### config.mk
export PLATFORM = sky130hd
export DESIGN_NAME = matrix_lru_tracker_core
export DESIGN_NICKNAME = d
export VERILOG_FILES = /design/src/design/mlru_pkg.sv /design/src/design/matrix_lru_tracker_core.sv /design/src/design/mlru_cell.sv
export SDC_FILE = /design/constraint.sdc
export NUM_CORES = 1
export LEC_CHECK = 0
export BUFFER_PORTS_ARGS = -buffer_cell sky130_fd_sc_hd__buf_2
export CORE_MARGIN = 1.5
export CORE_UTILIZATION = 45
export DETAILED_ROUTE_END_ITERATION = 10
export SLEW_MARGIN = 20
export SYNTH_ARGS = -nofsm -noshare
export SYNTH_HDL_FRONTEND = slang
export SYNTH_SLANG_ARGS = --single-unit
### constraint.sdc
create_clock -name clk -period 3.3 [get_ports clk]
set_input_delay 0.33 -clock clk [delete_from_list [all_inputs] [get_ports clk]]
set_output_delay 0.33 -clock clk [all_outputs]
set_load 0.03 [all_outputs]
### src/design/mlru_pkg.sv
// Shared types and constants for the matrix LRU tracker.
// Used by mlru_cell and matrix_lru_tracker_core; depends on nothing.
package mlru_pkg;

  localparam int DEF_WAYS = 8;
  localparam int IDX_W    = 6;  // enough for the largest way count of 64
  localparam int CNT_W    = 7;  // holds a row count of up to 64
  localparam int WAY_W    = 3;  // width of the way fields on the ports

  typedef enum logic [1:0] {
    ACT_TOUCH = 2'd0,
    ACT_CLEAR = 2'd1,
    ACT_QUERY = 2'd2
  } action_t;

  typedef enum logic [1:0] {
    ST_IDLE,
    ST_SWEEP,
    ST_HOLD
  } state_t;

  typedef struct packed {
    action_t            action;
    logic [WAY_W-1:0]   way_index;
  } in_beat_t;

  typedef struct packed {
    logic [WAY_W-1:0]   lru_way;
    logic [WAY_W-1:0]   mru_way;
  } out_beat_t;

  // Matrix update broadcast to every row cell.
  typedef struct packed {
    logic               touch;
    logic               clear;
    logic [IDX_W-1:0]   way;
  } row_cmd_t;

  // Running minimum and maximum handed from cell to cell.
  typedef struct packed {
    logic               valid;
    logic [IDX_W-1:0]   lru_idx;
    logic [CNT_W-1:0]   lru_cnt;
    logic [IDX_W-1:0]   mru_idx;
    logic [CNT_W-1:0]   mru_cnt;
  } scan_tok_t;

endpackage

### src/design/matrix_lru_tracker_core.sv
// Top level of the matrix LRU tracker: control, chain of row cells, result register.
// Depends on mlru_pkg and mlru_cell.
//
// Usage:
//   in_valid/in_ready/in_data carry one beat: an action (touch, clear or query)
//   and the way to touch. out_valid/out_ready/out_data return one beat per
//   input beat with the least and most recently used ways after the action.
//   The matrix updates on the cycle the input beat is accepted. A scan token
//   then walks the row cells, one cell per cycle, keeping the running minimum
//   and maximum row count; the result goes to the hold register and from there
//   to the output register. One item is in flight at a time: the block takes
//   no new item until the token has passed the whole cell chain and the
//   control has gone from hold back to idle. The result register lets
//   the next item be accepted while the previous result is still waiting; if
//   the receiver stalls when a new result is ready, it is held until the
//   register frees and no new beat is taken.
//   Synchronous reset (rst_n low) zeroes the matrix and empties the block.
module matrix_lru_tracker_core #(
  parameter int WAYS = mlru_pkg::DEF_WAYS
) (
  input  logic                clk,
  input  logic                rst_n,
  input  logic                in_valid,
  output logic                in_ready,
  input  mlru_pkg::in_beat_t  in_data,
  output logic                out_valid,
  input  logic                out_ready,
  output mlru_pkg::out_beat_t out_data
);

  mlru_pkg::state_t    state_r, state_nxt;
  logic                in_acc;
  logic                start_r;
  logic                fin;
  logic                load_out;
  mlru_pkg::row_cmd_t  cmd;
  mlru_pkg::scan_tok_t tok_link [WAYS+1];
  logic [WAYS-1:0]     tok_vld;
  mlru_pkg::out_beat_t hold_r;
  mlru_pkg::out_beat_t out_data_r;
  logic                out_valid_r;

  assign in_acc = in_valid && in_ready;
  assign fin    = tok_link[WAYS].valid;

  // A touch of a way beyond the configured count leaves the matrix alone.
  always_comb begin
    cmd.touch = in_acc && (in_data.action == mlru_pkg::ACT_TOUCH) &&
                (mlru_pkg::CNT_W'(in_data.way_index) < mlru_pkg::CNT_W'(WAYS));
    cmd.clear = in_acc && (in_data.action == mlru_pkg::ACT_CLEAR);
    cmd.way   = mlru_pkg::IDX_W'(in_data.way_index);
  end

  assign tok_link[0] = '{valid: start_r, default: '0};

  for (genvar g = 0; g < WAYS; g++) begin : g_cell
    mlru_cell #(
      .WAYS (WAYS),
      .IDX  (g)
    ) u_cell (
      .clk     (clk),
      .rst_n   (rst_n),
      .cmd     (cmd),
      .tok_in  (tok_link[g]),
      .tok_out (tok_link[g+1])
    );
    assign tok_vld[g] = tok_link[g+1].valid;
  end

  always_comb begin
    state_nxt = state_r;
    unique case (state_r)
      mlru_pkg::ST_IDLE:  if (in_acc) state_nxt = mlru_pkg::ST_SWEEP;
      mlru_pkg::ST_SWEEP: if (fin) state_nxt = mlru_pkg::ST_HOLD;
      mlru_pkg::ST_HOLD:  if (load_out) state_nxt = mlru_pkg::ST_IDLE;
      default:            state_nxt = mlru_pkg::ST_IDLE;
    endcase
  end

  always_comb begin
    in_ready = 1'b0;
    load_out = 1'b0;
    unique case (state_r)
      mlru_pkg::ST_IDLE:  in_ready = 1'b1;
      mlru_pkg::ST_SWEEP: ;
      mlru_pkg::ST_HOLD:  load_out = !out_valid_r || out_ready;
      default:            ;
    endcase
  end

  always_ff @(posedge clk) begin
    if (!rst_n) begin
      state_r     <= mlru_pkg::ST_IDLE;
      start_r     <= 1'b0;
      out_valid_r <= 1'b0;
    end else begin
      state_r <= state_nxt;
      start_r <= in_acc;
      if (load_out) begin
        out_valid_r <= 1'b1;
      end else if (out_ready) begin
        out_valid_r <= 1'b0;
      end
    end
    if (fin) begin
      hold_r.lru_way <= tok_link[WAYS].lru_idx[mlru_pkg::WAY_W-1:0];
      hold_r.mru_way <= tok_link[WAYS].mru_idx[mlru_pkg::WAY_W-1:0];
    end
    if (load_out) begin
      out_data_r <= hold_r;
    end
  end

  assign out_valid = out_valid_r;
  assign out_data  = out_data_r;

`ifndef SYNTHESIS
  a_one_token: assert property (@(posedge clk) disable iff (!rst_n)
    $onehot0({start_r, tok_vld}))
    else $error("more than one scan token in the cell chain");

  a_accept_empty: assert property (@(posedge clk) disable iff (!rst_n)
    in_acc |-> (start_r == 1'b0) && (tok_vld == '0))
    else $error("beat accepted while a scan is running");

  a_fin_in_sweep: assert property (@(posedge clk) disable iff (!rst_n)
    fin |-> state_r == mlru_pkg::ST_SWEEP)
    else $error("scan finished outside the sweep state");

  a_load_shows: assert property (@(posedge clk) disable iff (!rst_n)
    load_out |=> out_valid)
    else $error("loaded result not presented");
`endif

endmodule

### src/design/mlru_cell.sv
// One row of the age matrix with its ones count and one step of the LRU/MRU scan.
// Depends on mlru_pkg for the command and scan token types.
module mlru_cell #(
  parameter int WAYS = mlru_pkg::DEF_WAYS,
  parameter int IDX  = 0
) (
  input  logic                clk,
  input  logic                rst_n,
  input  mlru_pkg::row_cmd_t  cmd,
  input  mlru_pkg::scan_tok_t tok_in,
  output mlru_pkg::scan_tok_t tok_out
);

  localparam logic [mlru_pkg::IDX_W-1:0] MY_IDX   = mlru_pkg::IDX_W'(IDX);
  localparam logic                       IS_HEAD  = (IDX == 0);
  localparam logic [mlru_pkg::CNT_W-1:0] FULL_CNT = mlru_pkg::CNT_W'(WAYS - 1);

  logic [WAYS-1:0]            row_r, row_nxt;
  logic [mlru_pkg::CNT_W-1:0] cnt_r, cnt_nxt;
  logic [WAYS-1:0]            col_mask;
  logic                       col_hit;
  mlru_pkg::scan_tok_t        tok_r, tok_nxt;

  assign col_mask = WAYS'(1) << cmd.way;
  assign col_hit  = |(row_r & col_mask);

  // The count is kept alongside the row so no popcount is needed.
  always_comb begin
    row_nxt = row_r;
    cnt_nxt = cnt_r;
    if (cmd.clear) begin
      row_nxt = '0;
      cnt_nxt = '0;
    end else if (cmd.touch) begin
      if (cmd.way == MY_IDX) begin
        row_nxt = ~col_mask;
        cnt_nxt = FULL_CNT;
      end else begin
        row_nxt = row_r & ~col_mask;
        cnt_nxt = cnt_r - mlru_pkg::CNT_W'(col_hit);
      end
    end
  end

  always_comb begin
    tok_nxt = tok_in;
    if (IS_HEAD || (cnt_r < tok_in.lru_cnt)) begin
      tok_nxt.lru_idx = MY_IDX;
      tok_nxt.lru_cnt = cnt_r;
    end
    if (IS_HEAD || (cnt_r > tok_in.mru_cnt)) begin
      tok_nxt.mru_idx = MY_IDX;
      tok_nxt.mru_cnt = cnt_r;
    end
  end

  always_ff @(posedge clk) begin
    if (!rst_n) begin
      row_r       <= '0;
      cnt_r       <= '0;
      tok_r.valid <= 1'b0;
    end else begin
      row_r       <= row_nxt;
      cnt_r       <= cnt_nxt;
      tok_r.valid <= tok_nxt.valid;
    end
    tok_r.lru_idx <= tok_nxt.lru_idx;
    tok_r.lru_cnt <= tok_nxt.lru_cnt;
    tok_r.mru_idx <= tok_nxt.mru_idx;
    tok_r.mru_cnt <= tok_nxt.mru_cnt;
  end

  assign tok_out = tok_r;

`ifndef SYNTHESIS
  a_cnt_matches_row: assert property (@(posedge clk) disable iff (!rst_n)
    cnt_r == mlru_pkg::CNT_W'($countones(row_r)))
    else $error("row count out of step with row bits");

  a_diag_zero: assert property (@(posedge clk) disable iff (!rst_n)
    ((row_r >> IDX) & WAYS'(1)) == '0)
    else $error("diagonal bit set in age matrix");

  a_tok_moves: assert property (@(posedge clk) disable iff (!rst_n)
    tok_in.valid |=> tok_out.valid)
    else $error("scan token lost in a cell");
`endif

endmodule

==> reports/qor.yml, run 1 <==
initial_core_util_pct: 45.9
hold_viol: 0
yosysTopAreaCell: "dfxtp_1"
track_usage_pct: 20.2
die_area_um2: 28500
portBuffers: 16
seq_power_share_pct: 46.1
synth_commonest_cells: "dfxtp_1, nor2_1, inv_1"
synth_most_common_cell: "dfxtp_1"
hold_class: "input port to flop"
synthFlopType: "dfxtp_1"
startpoint_type: "input port"
fp.dieW_um: 169
rows: 60
combPwrFrac_pct: 9.7
drtPass1Iterations: 5
syn-instance-count: 1273
via_per_inst: 5.46
p_switching_w: 0.00186
synth-async-reset-ratio_pct: 0
rsz0062_at_grt: "false"
antenna_cells: 0
end_kind: "flop"
fmax_mhz: 414
required_ps: 3730
slew_headroom_pct: 43.1
drv_slew: 0
yosys.area.top_type_share_pct: 41.6
arrival_ps: 2840
cellPowerDensity_nw_per_um2: 560
syn-num-nets: 1383
cts-resized-gates: 0
drc: 0
p_leak_nw: 5.56
cts_hold_buffers: 0
ios: 17
setup_viol: 0
cts_root_buf: "clkbuf_16"
synth_area_leaders: "dfxtp_1, ha_1, mux2_2"
grt_start_max_net_pins: 37
ys_ff_latch: 269
dp_hpwl_um: 20300
clkSinkCount: 269
place_congestion: 0.834
final_cell_area_um2: 13900
antenna_found_initial: 0
internal_power_w: 0.00590
netSwitchingFraction_pct: 24.0
num-nets-final: 1405
postCtsSetupRepairBufs: 0
overflow: 0
ir_drop_mv: 0.418
post_drt_wl_per_cell_um: 17.0
ant_nets: 0
die_h_um: 169
syn2layout_area_growth_pct: 12.2
drt-total-wl_um: 28200
pwr-share-clk_pct: 44.2
grt_pass1_vias: 8788
finalPower_w: 0.00776
cts_made_buffers: 29
cts.path.max_buffers: 3
status: "finished, final reports clean"
ctsHtreeMaxLevel: 1
final.setup.tns_ps: 0
core_area_um2: 27000
fillCellCount: 2428
cts_tree: "built"
drt_iter0_drc: 459
ys_seq_area_share_pct: 44.5
finalCriticalPeriod_ps: 2410
crit_fanout: 30
synth_edf_count: 12
clk_pin_slew_ps: 60
ys_warn_count: 0
tightest_slew_ps: 848
grt_pass1_wl_um: 46300
clk_latency_ps: 550
maxCapViolations: 0
syn_area_per_cell_um2: 9.71
dpl_cell_area_um2: 12800
clock_skew_ps: 21.9
synth_cell_type_count: 64
dr_total_vias: 9061
synth_area_um2: 12400
path_class: "input port to flop"
period_share_pct: 73.1
drive_gt1_share_pct: 15.2
-- cell families (layout without fill, tap and decap cells) --
| kind of cell | count (synthesis) | in the layout | synth area share (%) |
|---|---|---|---|
| AND/OR/NAND/NOR | 432 | 432 | 18.6 |
| flip-flops | 269 | 269 | 44.5 |
| AO/OA/AOI/OAI | 203 | 203 | 11.5 |
| buffers and inverters | 149 | 194 | 4.78 |
| adder cells (fa/ha/maj) | 101 | 101 | 10.2 |
| multiplexers | 87 | 87 | 8.09 |
| XOR/XNOR | 32 | 32 | 2.27 |
-- path summary, 6_finish.rpt --
kind | start | to | slack, ps | cells past startpoint
min reg2reg | g_cell[0].u_cell.cnt_r[6] | g_cell[0].u_cell.tok_out[19] | 380 | 0
max | in_data[1] | g_cell[1].u_cell.cnt_r[6] | 890 | 11
min | in_valid | start_r | 80 | 2
max reg2reg | g_cell[3].u_cell.row_r[0] | g_cell[3].u_cell.cnt_r[6] | 900 | 10
-- registers in the layout, summed over array words and instances (netlist names), named ones only --
register,count
g_cell.u_cell.cnt_r,56
g_cell.u_cell.row_r,56
g_cell.u_cell.tok_out,133
hold_r,6
out_data,6
out_valid,1
start_r,1
state_r,2
-- final cells by class --
| class | instances | area [um^2] | share of cell area [%] |
|---|---|---|---|
| clock buffers | 35 | 788 | 5.68 |
| clock inverters | 19 | 243 | 1.75 |
| inverters | 105 | 394 | 2.84 |
| multi-input cells | 855 | 6290 | 45.3 |
| flip-flops and latches | 269 | 5510 | 39.7 |
| well taps | 341 | 427 | 3.08 |
| repair buffers | 35 | 223 | 1.61 |
-- worst max-delay path, cell delays in order --
cell     delay (ps)
buf_2           490
buf_4           270
mux2i_1          90
mux4_2          480
nand2_1         140
ha_1            180
ha_1            190
nor4b_1         320
nand3_1         140
xor2_1          150
nor2_1           50
-- per-stage QoR --
step	hold slack, ps	utilization (%)	std cells	setup slack [ps]
finish	82.3	51.5	1659	886
global route	59.6	51.5	1659	671
CTS	54.5	51.5	1659	899
detailed placement	376	47.6	1605	335
global placement	362	47.6	1605	410
floorplan	349	-	1273	428
-- cell usage in the layout (no fill, tap or decap), types with 5 or more instances in the layout --
| master | count |
|---|---|
| nor2_1 | 169 |
| and2_1 | 17 |
| and3_1 | 19 |
| nand4_1 | 29 |
| clkbuf_16 | 29 |
| xor2_1 | 28 |
| a21o_1 | 9 |
| mux2_2 | 63 |
| a311oi_1 | 16 |
| o221a_2 | 7 |
| nand3b_1 | 9 |
| buf_2 | 16 |
| a22oi_1 | 5 |
| o32ai_2 | 5 |
| a211oi_1 | 8 |
| o21ai_0 | 26 |
| nand3_1 | 60 |
| nand2b_1 | 18 |
| nor3_4 | 5 |
| bufinv_16 | 5 |
| ha_1 | 101 |
| mux2i_1 | 20 |
| nor4b_1 | 13 |
| clkinv_2 | 9 |
| nand2_1 | 46 |
| buf_4 | 19 |
| inv_1 | 105 |
| or3b_2 | 13 |
| edfxtp_1 | 12 |
| o211ai_1 | 6 |
| dfxtp_1 | 257 |
| o2111ai_1 | 14 |
| a21oi_1 | 49 |
| nor2b_1 | 5 |
| o21a_1 | 13 |
| nor3b_1 | 7 |
| a31oi_1 | 21 |
-- layer usage --
layer  vias up  routed length (um)  global-route usage [%]  part of all wire, %
met5         -                   0                       0                    0
met4         0                 628                    5.28                  2.2
met3        42                1050                    2.50                  3.7
met2       160               13600                    35.3                   48
met1      4287               13000                    26.4                   46
li1       4572                   -                       -                    -
-- power groups by stage --
stage          sequential (W)  combinational (W)  clock (W)
6_report              0.00358           0.000752    0.00343
5_1_grt               0.00360           0.000835    0.00365
4_1_cts               0.00359           0.000763    0.00350
3_5_place_dp          0.00366           0.000760          0
3_3_place_gp          0.00366           0.000747          0
2_1_floorplan         0.00361           0.000569          0
Power figures use the tool's default switching activity.
==> run 2, diff against run 1 <==
ABC_AREA = 1   (was unset)
clock period = 2.5 ns   (was 3.3 ns; I/O delays follow)
==> reports/qor.yml, run 2 <==
status: "finished, final reports clean"
syn_area_per_cell_um2: 7.61
num-nets-final: 1785
core_area_um2: 27000
drive_gt1_share_pct: 7.51
synth-async-reset-ratio_pct: 0
ys_ff_latch: 269
fmax_mhz: 532
final.setup.tns_ps: 0
cts_made_buffers: 29
ys_seq_area_share_pct: 44.3
startpoint_type: "flop"
synth_edf_count: 12
synth_area_um2: 12400
cts_hold_buffers: 2
cellPowerDensity_nw_per_um2: 668
ys_warn_count: 0
clk_latency_ps: 540
ant_nets: 0
ctsHtreeMaxLevel: 1
hold_viol: 0
yosysTopAreaCell: "dfxtp_1"
ios: 17
overflow: 0
synth_cell_type_count: 35
syn-num-nets: 1743
synth_area_leaders: "dfxtp_1, nand2_1, ha_1"
synth_most_common_cell: "nand2_1"
cts.path.max_buffers: 3
clk_pin_slew_ps: 60
antenna_cells: 0
drv_slew: 0
final_cell_mix: "nand2_1, inv_1, dfxtp_1"
pre_cts_ws_ps: 196
track_usage_pct: 20.5
crit_fanout: 3
cts_tree: "built"
fillCellCount: 2595
p_leak_nw: 6.19
postCtsSetupRepairBufs: 0
tightest_slew_ps: 830
grt_pass1_vias: 9539
ir_drop_mv: 0.622
synth_commonest_cells: "nand2_1, inv_1, dfxtp_1"
dr_total_vias: 10000
largest_reg_flops: 133
max_stage_delay_ps: 330
synthFlopType: "dfxtp_1"
die_area_um2: 28600
syn2layout_area_growth_pct: 11.7
via_per_inst: 4.94
syn-instance-count: 1633
end_kind: "flop"
grt_start_max_net_pins: 37
rsz0062_at_grt: "false"
layout_commonest_cell: "nand2_1"
required_ps: 2960
layout_setup_ws_ps: 619
cts-resized-gates: 0
drc: 0
cp_slowest_cell: "dfxtp_1"
yosys.area.top_type_share_pct: 41.4
antenna_found_initial: 0
place_congestion: 0.809
drt-total-wl_um: 28800
arrival_ps: 2340
cpMostUsedCell: "nand3_1"
post_drt_wl_per_cell_um: 14.2
hold_class: "input port to flop"
drt_iter0_drc: 514
initial_core_util_pct: 46.0
maxCapViolations: 0
portBuffers: 16
grt_pass1_wl_um: 47500
clock_skew_ps: 6.62
period_share_pct: 75.2
setup_viol: 0
path_class: "flop to flop"
drtPass1Iterations: 5
rows: 60
clkSinkCount: 269
fp.dieW_um: 169
die_h_um: 169
finalCriticalPeriod_ps: 1880
slew_headroom_pct: 44.3
worstPathCellList: "nand3_1 -> o21ai_1 -> a21oi_1 -> nand3_1 -> ha_1 -> ha_1 -> or2_2 -> nand3_1 -> nand2_1 -> a21oi_1"
dp_hpwl_um: 21400
cts_root_buf: "clkbuf_16"
run 2: metal layers:
| layer | vias to the layer above | global-route usage (%) | routed length (um) |
|---|---|---|---|
| met5 | - | 0 | 0 |
| met4 | 0 | 5.85 | 730 |
| met3 | 46 | 3.06 | 1060 |
| met2 | 157 | 37.5 | 14300 |
| met1 | 4563 | 25.0 | 12800 |
| li1 | 5275 | - | - |
run 2: area by class of cell:
cell class,instances,area (um^2),area share (%)
clock buffer,41,841,6.05
inverter,279,1050,7.54
sequential,269,5510,39.6
tap,341,427,3.07
timing repair buffer,41,285,2.05
clock inverter,7,113,0.811
multi-input combinational,1055,5670,40.8
run 2: logic make-up after synthesis:
family                     count (synthesis)  share of synthesized area, %
AOI/OAI and AO/OA                        185                          8.37
adders and majority gates                101                          10.2
buffers and inverters                    309                          10.1
DFF                                      269                          44.3
and+or+nand+nor                          769                          27.1
run 2: path summary, 6_finish.rpt:
check	depth (start not counted)	slack (ps)	endpoint	start
setup / recovery	10	620	g_cell[1].u_cell.cnt_r[2]	g_cell[1].u_cell.row_r[0]
hold / removal	3	20	g_cell[0].u_cell.tok_out[26]	rst_n
setup reg to reg	10	620	g_cell[1].u_cell.cnt_r[2]	g_cell[1].u_cell.row_r[0]
hold reg to reg	0	370	g_cell[0].u_cell.tok_out[13]	g_cell[0].u_cell.cnt_r[0]
run 2: where the power goes:
group	switching [W]	internal, W	total, W
logic	0.000371	0.000140	0.000512
clock network	0.00165	0.00262	0.00427
registers	0.0000501	0.00445	0.00450
total	0.00207	0.00721	0.00928
run 2: worst max-delay path: cells and delay by family, from the launching register on:
| kind | cells | cell delay [ps] |
|---|---|---|
| simple gates | 5 | 640 |
| fa+ha+maj | 2 | 450 |
| compound gates | 3 | 390 |
| flops | 1 | 330 |
run 2: metrics by stage:
step                      cells  utilization (%)  hold slack [ps]  instance area, um^2  power (W)
after floorplan            1633                -              351                12400    0.00494
after global placement     1983             47.8              359                12900    0.00510
after detailed placement   1983             47.8              361                12900    0.00511
after CTS                  2033             51.4             4.00                13900    0.00939
after global routing       2033             51.4             11.2                13900    0.00964
final                      2033             51.4             18.1                13900    0.00928
